### src/rtl/gsfd_pkg.sv
// gsfd_pkg: shared types and constants of the gamepad serial frame decoder
// used by gsfd_ctrl and gamepad_serial_frame_decoder_top
`default_nettype none

package gsfd_pkg;

	localparam int unsigned FRAME_LEN = 10;
	localparam int unsigned CHAR_W    = 6;
	localparam int unsigned COUNT_W   = $clog2(FRAME_LEN + 1);

	localparam logic [7:0]        LINE_END   = 8'd10;
	localparam logic [CHAR_W-1:0] CHAR_BIAS  = 6'h20;
	localparam logic [7:0]        STICK_REST = 8'd127;

	typedef enum logic [1:0] {
		ST_GOOD = 2'd0,
		ST_LEN  = 2'd1,
		ST_SUM  = 2'd2
	} frame_status_t;

	typedef logic [CHAR_W-1:0] char_t;

	typedef struct packed {
		logic  shift;
		logic  full;
		logic  overlong;
		char_t sum;
	} frame_ctrl_t;

endpackage

`default_nettype wire

### src/rtl/gsfd_cell.sv
// gsfd_cell: one character slot of the frame store chain
// plain register stage, no package dependency
`default_nettype none

module gsfd_cell #(
	parameter int unsigned WIDTH = 6
) (
	input  wire logic             clk,
	input  wire logic             shift,
	input  wire logic [WIDTH-1:0] char_in,
	output logic      [WIDTH-1:0] char_q
);

	always_ff @(posedge clk) begin
		if (shift) begin
			char_q <= char_in;
		end
	end

endmodule

`default_nettype wire

### src/rtl/gsfd_ctrl.sv
// gsfd_ctrl: character count, overlong flag and running checksum of a frame
// depends on gsfd_pkg
`default_nettype none

module gsfd_ctrl
	import gsfd_pkg::*;
(
	input  wire logic  clk,
	input  wire logic  arst_n,
	input  wire logic  accept,
	input  wire logic  is_lf,
	input  wire char_t char_in,
	output frame_ctrl_t ctrl
);

	logic [COUNT_W-1:0] count_q;
	logic               overlong_q;
	char_t              sum_q;
	logic               full;

	assign full = (count_q == COUNT_W'(FRAME_LEN));

	always_comb begin
		ctrl.shift    = accept && !is_lf && !full;
		ctrl.full     = full;
		ctrl.overlong = overlong_q;
		ctrl.sum      = sum_q;
	end

	always_ff @(posedge clk or negedge arst_n) begin
		if (!arst_n) begin
			count_q    <= '0;
			overlong_q <= 1'b0;
			sum_q      <= '0;
		end else if (accept) begin
			if (is_lf) begin
				count_q    <= '0;
				overlong_q <= 1'b0;
				sum_q      <= '0;
			end else if (full) begin
				overlong_q <= 1'b1;
			end else begin
				count_q <= count_q + COUNT_W'(1);
				// checksum covers the first nine characters only
				if (count_q < COUNT_W'(FRAME_LEN - 1)) begin
					sum_q <= sum_q + char_in;
				end
			end
		end
	end

	a_count_range: assert property (@(posedge clk) disable iff (!arst_n)
		count_q <= COUNT_W'(FRAME_LEN))
		else $error("character count beyond frame length");

	a_overlong_full: assert property (@(posedge clk) disable iff (!arst_n)
		overlong_q |-> full)
		else $error("overlong flag without full frame");

	a_lf_clears: assert property (@(posedge clk) disable iff (!arst_n)
		accept && is_lf |=> count_q == '0 && !overlong_q && sum_q == '0)
		else $error("frame end did not clear the frame state");

endmodule

`default_nettype wire

### src/rtl/gamepad_serial_frame_decoder_top.sv
// gamepad_serial_frame_decoder_top: serial frame decoder top level
// a frame end item gives its result item in the output register in the next cycle
// throughput: one item per cycle; input stalls only while an unread result is held
// characters move through a row of ten cells; checksum is summed as characters arrive
// reset (arst_n, asynchronous): count and flags cleared, buttons 0, sticks 127
// depends on gsfd_pkg, gsfd_cell, gsfd_ctrl
`default_nettype none

module gamepad_serial_frame_decoder_top
	import gsfd_pkg::*;
(
	input  wire logic         clk,
	input  wire logic         arst_n,
	input  wire logic         s_tvalid,
	output logic              s_tready,
	input  wire logic [7:0]   s_tdata,   // rx_byte[7:0]
	output logic              m_tvalid,
	input  wire logic         m_tready,
	output logic      [103:0] m_tdata,   // buttons, left_x, left_y, right_x, right_y,
	                                     // buttons_changed, pressed_edges, released_edges, pad
	output logic      [1:0]   m_tuser    // frame_status
);

	logic        accept;
	logic        is_lf;
	char_t       char_in;
	frame_ctrl_t ctrl;
	char_t       cell_q [FRAME_LEN];

	logic [15:0] button_map_q;
	logic [7:0]  stick_q [4];

	frame_status_t status;
	logic [15:0]   now_buttons;
	logic [7:0]    now_stick [4];
	char_t         c [FRAME_LEN];

	logic          out_valid_q;
	frame_status_t out_status_q;
	logic [15:0]   out_buttons_q;
	logic [7:0]    out_stick_q [4];
	logic          out_changed_q;
	logic [15:0]   out_pressed_q;
	logic [15:0]   out_released_q;

	assign s_tready = !out_valid_q || m_tready;
	assign accept   = s_tvalid && s_tready;
	assign is_lf    = (s_tdata == LINE_END);
	assign char_in  = s_tdata[CHAR_W-1:0] - CHAR_BIAS;

	gsfd_ctrl u_ctrl (
		.clk     (clk),
		.arst_n  (arst_n),
		.accept  (accept),
		.is_lf   (is_lf),
		.char_in (char_in),
		.ctrl    (ctrl)
	);

	for (genvar i = 0; i < FRAME_LEN; i++) begin : g_cell
		if (i == 0) begin : g_head
			gsfd_cell #(.WIDTH(CHAR_W)) u_cell (
				.clk     (clk),
				.shift   (ctrl.shift),
				.char_in (char_in),
				.char_q  (cell_q[i])
			);
		end else begin : g_body
			gsfd_cell #(.WIDTH(CHAR_W)) u_cell (
				.clk     (clk),
				.shift   (ctrl.shift),
				.char_in (cell_q[i-1]),
				.char_q  (cell_q[i])
			);
		end
		// oldest character sits at the far end of the chain
		assign c[i] = cell_q[FRAME_LEN-1-i];
	end

	always_comb begin
		if (ctrl.overlong || !ctrl.full) begin
			status = ST_LEN;
		end else if (ctrl.sum != c[9]) begin
			status = ST_SUM;
		end else begin
			status = ST_GOOD;
		end
	end

	always_comb begin
		now_buttons  = {c[2][3:0], c[1], c[0]};
		now_stick[0] = {c[4][1:0], c[3]};
		now_stick[1] = {c[5][3:0], c[4][5:2]};
		now_stick[2] = {c[6], c[5][5:4]};
		now_stick[3] = {c[8][1:0], c[7]};
	end

	always_ff @(posedge clk or negedge arst_n) begin
		if (!arst_n) begin
			out_valid_q  <= 1'b0;
			button_map_q <= '0;
			for (int k = 0; k < 4; k++) begin
				stick_q[k] <= STICK_REST;
			end
		end else begin
			if (accept && is_lf) begin
				out_valid_q <= 1'b1;
			end else if (m_tready) begin
				out_valid_q <= 1'b0;
			end
			if (accept && is_lf && status == ST_GOOD) begin
				button_map_q <= now_buttons;
				for (int k = 0; k < 4; k++) begin
					stick_q[k] <= now_stick[k];
				end
			end
		end
	end

	always_ff @(posedge clk) begin
		if (accept && is_lf) begin
			out_status_q <= status;
			if (status == ST_GOOD) begin
				out_buttons_q  <= now_buttons;
				out_changed_q  <= (now_buttons != button_map_q);
				out_pressed_q  <= now_buttons & ~button_map_q;
				out_released_q <= button_map_q & ~now_buttons;
				for (int k = 0; k < 4; k++) begin
					out_stick_q[k] <= now_stick[k];
				end
			end else begin
				out_buttons_q  <= button_map_q;
				out_changed_q  <= 1'b0;
				out_pressed_q  <= '0;
				out_released_q <= '0;
				for (int k = 0; k < 4; k++) begin
					out_stick_q[k] <= stick_q[k];
				end
			end
		end
	end

	assign m_tvalid = out_valid_q;
	assign m_tuser  = out_status_q;
	assign m_tdata  = {23'd0, out_released_q, out_pressed_q, out_changed_q,
		out_stick_q[3], out_stick_q[2], out_stick_q[1], out_stick_q[0], out_buttons_q};

	a_bad_no_edges: assert property (@(posedge clk) disable iff (!arst_n)
		out_valid_q && out_status_q != ST_GOOD |->
			!out_changed_q && out_pressed_q == '0 && out_released_q == '0)
		else $error("bad frame reports button edges");

	a_edges_disjoint: assert property (@(posedge clk) disable iff (!arst_n)
		out_valid_q |-> (out_pressed_q & out_released_q) == '0)
		else $error("button both pressed and released");

	a_changed_match: assert property (@(posedge clk) disable iff (!arst_n)
		out_valid_q |-> out_changed_q == ((out_pressed_q | out_released_q) != '0))
		else $error("change flag disagrees with edges");

	a_map_follows: assert property (@(posedge clk) disable iff (!arst_n)
		out_valid_q |-> out_buttons_q == button_map_q)
		else $error("reported buttons differ from stored map");

endmodule

`default_nettype wire
### config.mk
export PLATFORM = sky130hd
export DESIGN_NAME = gamepad_serial_frame_decoder_top
export DESIGN_NICKNAME = d
export VERILOG_FILES = /design/src/rtl/gsfd_pkg.sv /design/src/rtl/gsfd_cell.sv /design/src/rtl/gsfd_ctrl.sv /design/src/rtl/gamepad_serial_frame_decoder_top.sv
export SDC_FILE = /design/constraint.sdc
export NUM_CORES = 1
export LEC_CHECK = 0
export ABC_AREA = 1
export BUFFER_PORTS_ARGS = -buffer_cell sky130_fd_sc_hd__buf_2
export CAP_MARGIN = 20
export CORE_MARGIN = 8
export CORE_UTILIZATION = 45
export CTS_CLUSTER_SIZE = 16
export DETAILED_ROUTE_END_ITERATION = 8
export PLACE_DENSITY_LB_ADDON = 0.05
export SLEW_MARGIN = 10
export SYNTH_ARGS = -nofsm -noshare
export SYNTH_HDL_FRONTEND = slang
export SYNTH_SLANG_ARGS = --single-unit
### constraint.sdc
create_clock -name clk -period 3.6 [get_ports clk]
set_clock_uncertainty 0.15 [all_clocks]
set_input_delay 0.18 -clock clk [delete_from_list [all_inputs] [get_ports clk]]
set_output_delay 0.18 -clock clk [all_outputs]
set_load 0.005 [all_outputs]
==> run summary <==
Ranked by total cell area, the synthesized netlist is headed by sky130_fd_sc_hd__edfxtp_1 (48%), sky130_fd_sc_hd__nand2_1 (9.1%), sky130_fd_sc_hd__dfrtp_1 (9.0%). Data arrives at the worst endpoint at 2730 ps. Setup violations remaining at the end of the flow were counted as 0. The largest driver fanout on the critical path came out at 36. The count of antenna diodes in the layout is 0. The area of the mapped netlist is 8920 sq um. The period utilization came out at 69.4%.

The clock tree root driver cell is sky130_fd_sc_hd__clkbuf_16. The final design utilization came out at 53.1%. For this configuration, the core starts out at a cell density of 45.8%. The die height came out at 157 um. Counting flops and latches in the post-synthesis netlist gives 203. The multi-input gate area in the final layout is 2430 sq um.

The top cell type by area accounts for 48.1% of the synthesized area. The H-tree depth reported by CTS is 1. The number of cells traversed by the worst register-to-register path is 9.

The first-pass iteration count of the detailed router is 5. The headroom to the max-slew limit is 45.1%. The pin count of the biggest net entering global routing is 75.

The detailed router placed 5758 vias in this run. The floorplan has 51 rows. The number of nets in the final layout came out at 958.

The startpoint identified for the worst register-to-register timing path is u_ctrl.count_q[0]$_DFFE_PN0P_. The finished layout cell area is 10300 sq um. The largest total area in the synthesized netlist belongs to sky130_fd_sc_hd__edfxtp_1. The class of the tightest hold or removal check is in -> async. The clock transition time at the flip-flop clock pins of the worst setup and hold paths came out at 60 ps. The total of warnings raised by yosys is 0.

Detailed placement finished with a half-perimeter wire length of 12300 um. In this run, the combinational gates consume 10.5% of the power. The sequential cell area is 5830 sq um. The count of max-cap constraint violations is 0. The width of the die is 157 um. The global-route wire length before repair is 30000 um. For this design, the sink count on the clock tree is 203.

The switching part of the total is 24.9%. Static timing analysis puts the maximum clock frequency at 0.400 GHz. The clock reaches the later pin of the worst-skew pair after 500 ps. The worst slack on hold paths came out at 132 ps.

The post-detailed-route count of antenna-violating nets is 0. Of the total power, the clock network draws 38.8%. The net switching component of the power came out at 1.40 mW.

The number of port buffers came out at 96. The slew of the pin with the lowest slew margin came out at 823 ps. Summed over all failing endpoints, the final setup total negative slack is 0 ps.

The post-cts resize count came out at 0. The average instance in the mapped netlist occupies 11.1 sq um. The detailed router's first-iteration violation count came out at 409. The worst setup path is captured at a flop. Of the cells placed in the final design, the portion with a size suffix greater than 1 is 19.5%. The maximum clock insertion buffer count came out at 3. The number of vias per cell came out at 4.85. The number of max-slew violations in the final report is 0.

The core area came out at 19500 sq um. The clock period minus worst slack came out at 2500 ps. The power per unit of standard cell area came out at 543 nW/um^2. The number of global-route vias before repair is 5718.

The die area came out at 24600 sq um. After detailed placement, the total cell area comes to 9530 sq um. The clock buffer count from CTS is 23. The routability-driven placement congestion ratio is 0.762. The number of distinct library cells after synthesis came out at 28.

The slack of the worst reg-to-reg path is 1100 ps. Synthesis handed over a netlist of 801 instances. The initial antenna violation count is 0.

The clock tree from TritonCTS is done. IR analysis of the VDD net gives a maximum drop of 0.327 mV. The hold violation total from the final report came out at 0.

The sequential share of the synthesized area came out at 65.4%. From synthesis to final layout, the design area changed by 15.9%. In this run, flip-flops and latches consume 50.7% of the power.

After detailed routing, the average wire length per cell comes to 15.6 um. Overall power consumption after layout is estimated at 5.61 mW. The worst register-to-register path ends at button_map_q[13]$_DFFE_PN0P_.

The DRC violation count after routing came out at 0. The layout filler cell count is 1688. The total grt overflow came out at 0. The cell leakage power came out at 4.70 nW. The critical path startpoint category is a flop. The boundary pin count is 120.

The total track usage is 15.2%. The internal power summed over all cells is 4.21 mW. The worst endpoint required time came out at 3830 ps. The setup path with the least slack is of type reg -> reg.

The flow ran to the end, and the final reports show no timing, DRC or antenna violations. Setup repair after global routing left no endpoint under its margin. The routed wire length came out at 18500 um.
[layout by cell type (no fill, tap or decap), types with 4 or more instances in the layout]
| cell type | count |
|---|---|
| sky130_fd_sc_hd__clkbuf_1 | 9 |
| sky130_fd_sc_hd__inv_2 | 4 |
| sky130_fd_sc_hd__xnor2_1 | 4 |
| sky130_fd_sc_hd__dlygate4sd3_1 | 9 |
| sky130_fd_sc_hd__dfstp_2 | 28 |
| sky130_fd_sc_hd__dfrtp_1 | 32 |
| sky130_fd_sc_hd__clkbuf_16 | 23 |
| sky130_fd_sc_hd__inv_1 | 89 |
| sky130_fd_sc_hd__nand3_1 | 44 |
| sky130_fd_sc_hd__ha_1 | 40 |
| sky130_fd_sc_hd__nand4_1 | 55 |
| sky130_fd_sc_hd__o21ai_1 | 10 |
| sky130_fd_sc_hd__buf_2 | 96 |
| sky130_fd_sc_hd__nor2_1 | 43 |
| sky130_fd_sc_hd__conb_1 | 23 |
| sky130_fd_sc_hd__o21ai_0 | 14 |
| sky130_fd_sc_hd__nand2_1 | 217 |
| sky130_fd_sc_hd__edfxtp_1 | 143 |
| sky130_fd_sc_hd__buf_4 | 12 |
[area by class of cell]
cell class | instances | share of cell area, %
Sequential cell | 203 | 56.4
Timing Repair Buffer | 118 | 6.59
Multi-Input combinational cell | 466 | 23.5
Clock buffer | 35 | 6.29
Tap cell | 265 | 3.21
Clock inverter | 7 | 0.593
Inverter | 93 | 3.38
[sequential cells by signal (all words and copies together) (netlist names)]
name,flops
g_cell.g_head.u_cell.char_q,6
out_pressed_q,16
out_changed_q,1
m_tuser,2
u_ctrl.count_q,4
g_cell.g_body.u_cell.char_q,54
u_ctrl.sum_q,6
out_buttons_q,16
out_released_q,16
button_map_q,16
out_stick_q,32
stick_q,32
m_tvalid,1
u_ctrl.overlong_q,1
[worst max-delay path: stages (launching register included)]
cell and delay (ps):
sky130_fd_sc_hd__dfrtp_1 420, sky130_fd_sc_hd__inv_1 100, sky130_fd_sc_hd__ha_1 140, sky130_fd_sc_hd__nand3_1 150, sky130_fd_sc_hd__nor2_4 170, sky130_fd_sc_hd__buf_4 350
sky130_fd_sc_hd__nand3_2 340, sky130_fd_sc_hd__buf_4 380, sky130_fd_sc_hd__nand2_1 110, sky130_fd_sc_hd__nand2_1 50
[cells in the mapped netlist]
cell type and number:
sky130_fd_sc_hd__edfxtp_1 143, sky130_fd_sc_hd__dfstp_2 28, sky130_fd_sc_hd__ha_1 40, sky130_fd_sc_hd__nor4_1 1, sky130_fd_sc_hd__nand3_2 1, sky130_fd_sc_hd__conb_1 1
sky130_fd_sc_hd__xnor2_1 4, sky130_fd_sc_hd__inv_1 90, sky130_fd_sc_hd__fa_1 1, sky130_fd_sc_hd__o21ai_0 14, sky130_fd_sc_hd__xor2_1 2, sky130_fd_sc_hd__o22ai_1 1
sky130_fd_sc_hd__nor2_4 2, sky130_fd_sc_hd__nor2_2 4, sky130_fd_sc_hd__nand3_1 44, sky130_fd_sc_hd__nand4_4 1, sky130_fd_sc_hd__o21ai_1 10, sky130_fd_sc_hd__nand2_1 217
sky130_fd_sc_hd__nand4_1 55, sky130_fd_sc_hd__and2_1 1, sky130_fd_sc_hd__clkbuf_1 14, sky130_fd_sc_hd__dfrtp_1 32, sky130_fd_sc_hd__inv_2 3, sky130_fd_sc_hd__buf_2 11
sky130_fd_sc_hd__buf_4 31, sky130_fd_sc_hd__a21oi_1 2, sky130_fd_sc_hd__nor2_1 43, sky130_fd_sc_hd__buf_6 5
[worst max-delay path by stage]
stage               cells after the start                          start  slack, ps                                           to
floorplan                               8  u_ctrl.count_q[0]$_DFFE_PN0P_        740                  u_ctrl.sum_q[2]$_DFFE_PN0P_
finish                                  9  u_ctrl.count_q[0]$_DFFE_PN0P_       1100                 button_map_q[13]$_DFFE_PN0P_
global route                            9                     s_tdata[5]        900                  u_ctrl.sum_q[4]$_DFFE_PN0P_
global placement                        9                     s_tdata[1]       1180                  u_ctrl.sum_q[4]$_DFFE_PN0P_
CTS                                     7  u_ctrl.count_q[0]$_DFFE_PN0P_       1110  g_cell[9].g_body.u_cell.char_q[1]$_DFFE_PP_
detailed placement                      7  u_ctrl.count_q[0]$_DFFE_PN0P_       1120  g_cell[6].g_body.u_cell.char_q[4]$_DFFE_PP_
[what timing repair did]
| item | 4_1_cts | 5_1_grt |
|---|---|---|
| hold buffers | 9 | 0 |
| setup buffers | 0 | 0 |
| endpoints found under the hold margin | 28 | 0 |
[through the flow]
| stage | instances | worst slack [ps] |
|---|---|---|
| floorplan | 823 | 738 |
| global placement | 1136 | 1180 |
| detailed placement | 1136 | 1120 |
| CTS | 1187 | 1110 |
| global route | 1187 | 902 |
| finish | 1187 | 1100 |
[logic make-up (layout without fill, tap and decap cells)]
family          after synthesis  in the layout  share of synthesized area (%)
compound gates               27             27                           1.53
xor+xnor                      6              6                          0.589
fa+ha+maj                    41             41                           5.83
buf+inv                     154            253                           8.36
flops                       203            203                           65.4
other cells                   1             23                         0.0420
simple gates                369            369                           18.3
[routing by layer]
| layer | routed length [um] | vias up | global-route usage, % | part of all wire [%] |
|---|---|---|---|---|
| met5 | 0 | - | 0 | 0 |
| met4 | 278 | 0 | 3.66 | 1.5 |
| met3 | 1230 | 28 | 3.14 | 6.6 |
| met2 | 9060 | 169 | 25.9 | 49 |
| met1 | 7970 | 2734 | 19.3 | 43 |
| li1 | - | 2827 | - | - |
[power groups by stage]
stage	Combinational (mW)	Sequential [mW]	Clock, mW
after floorplan	0.462	2.83	0
after global placement	0.562	2.89	0
after detailed placement	0.587	2.89	0
after CTS	0.597	2.85	2.25
after global routing	0.688	2.87	2.33
final	0.591	2.84	2.18
Power figures use the tool's default switching activity.
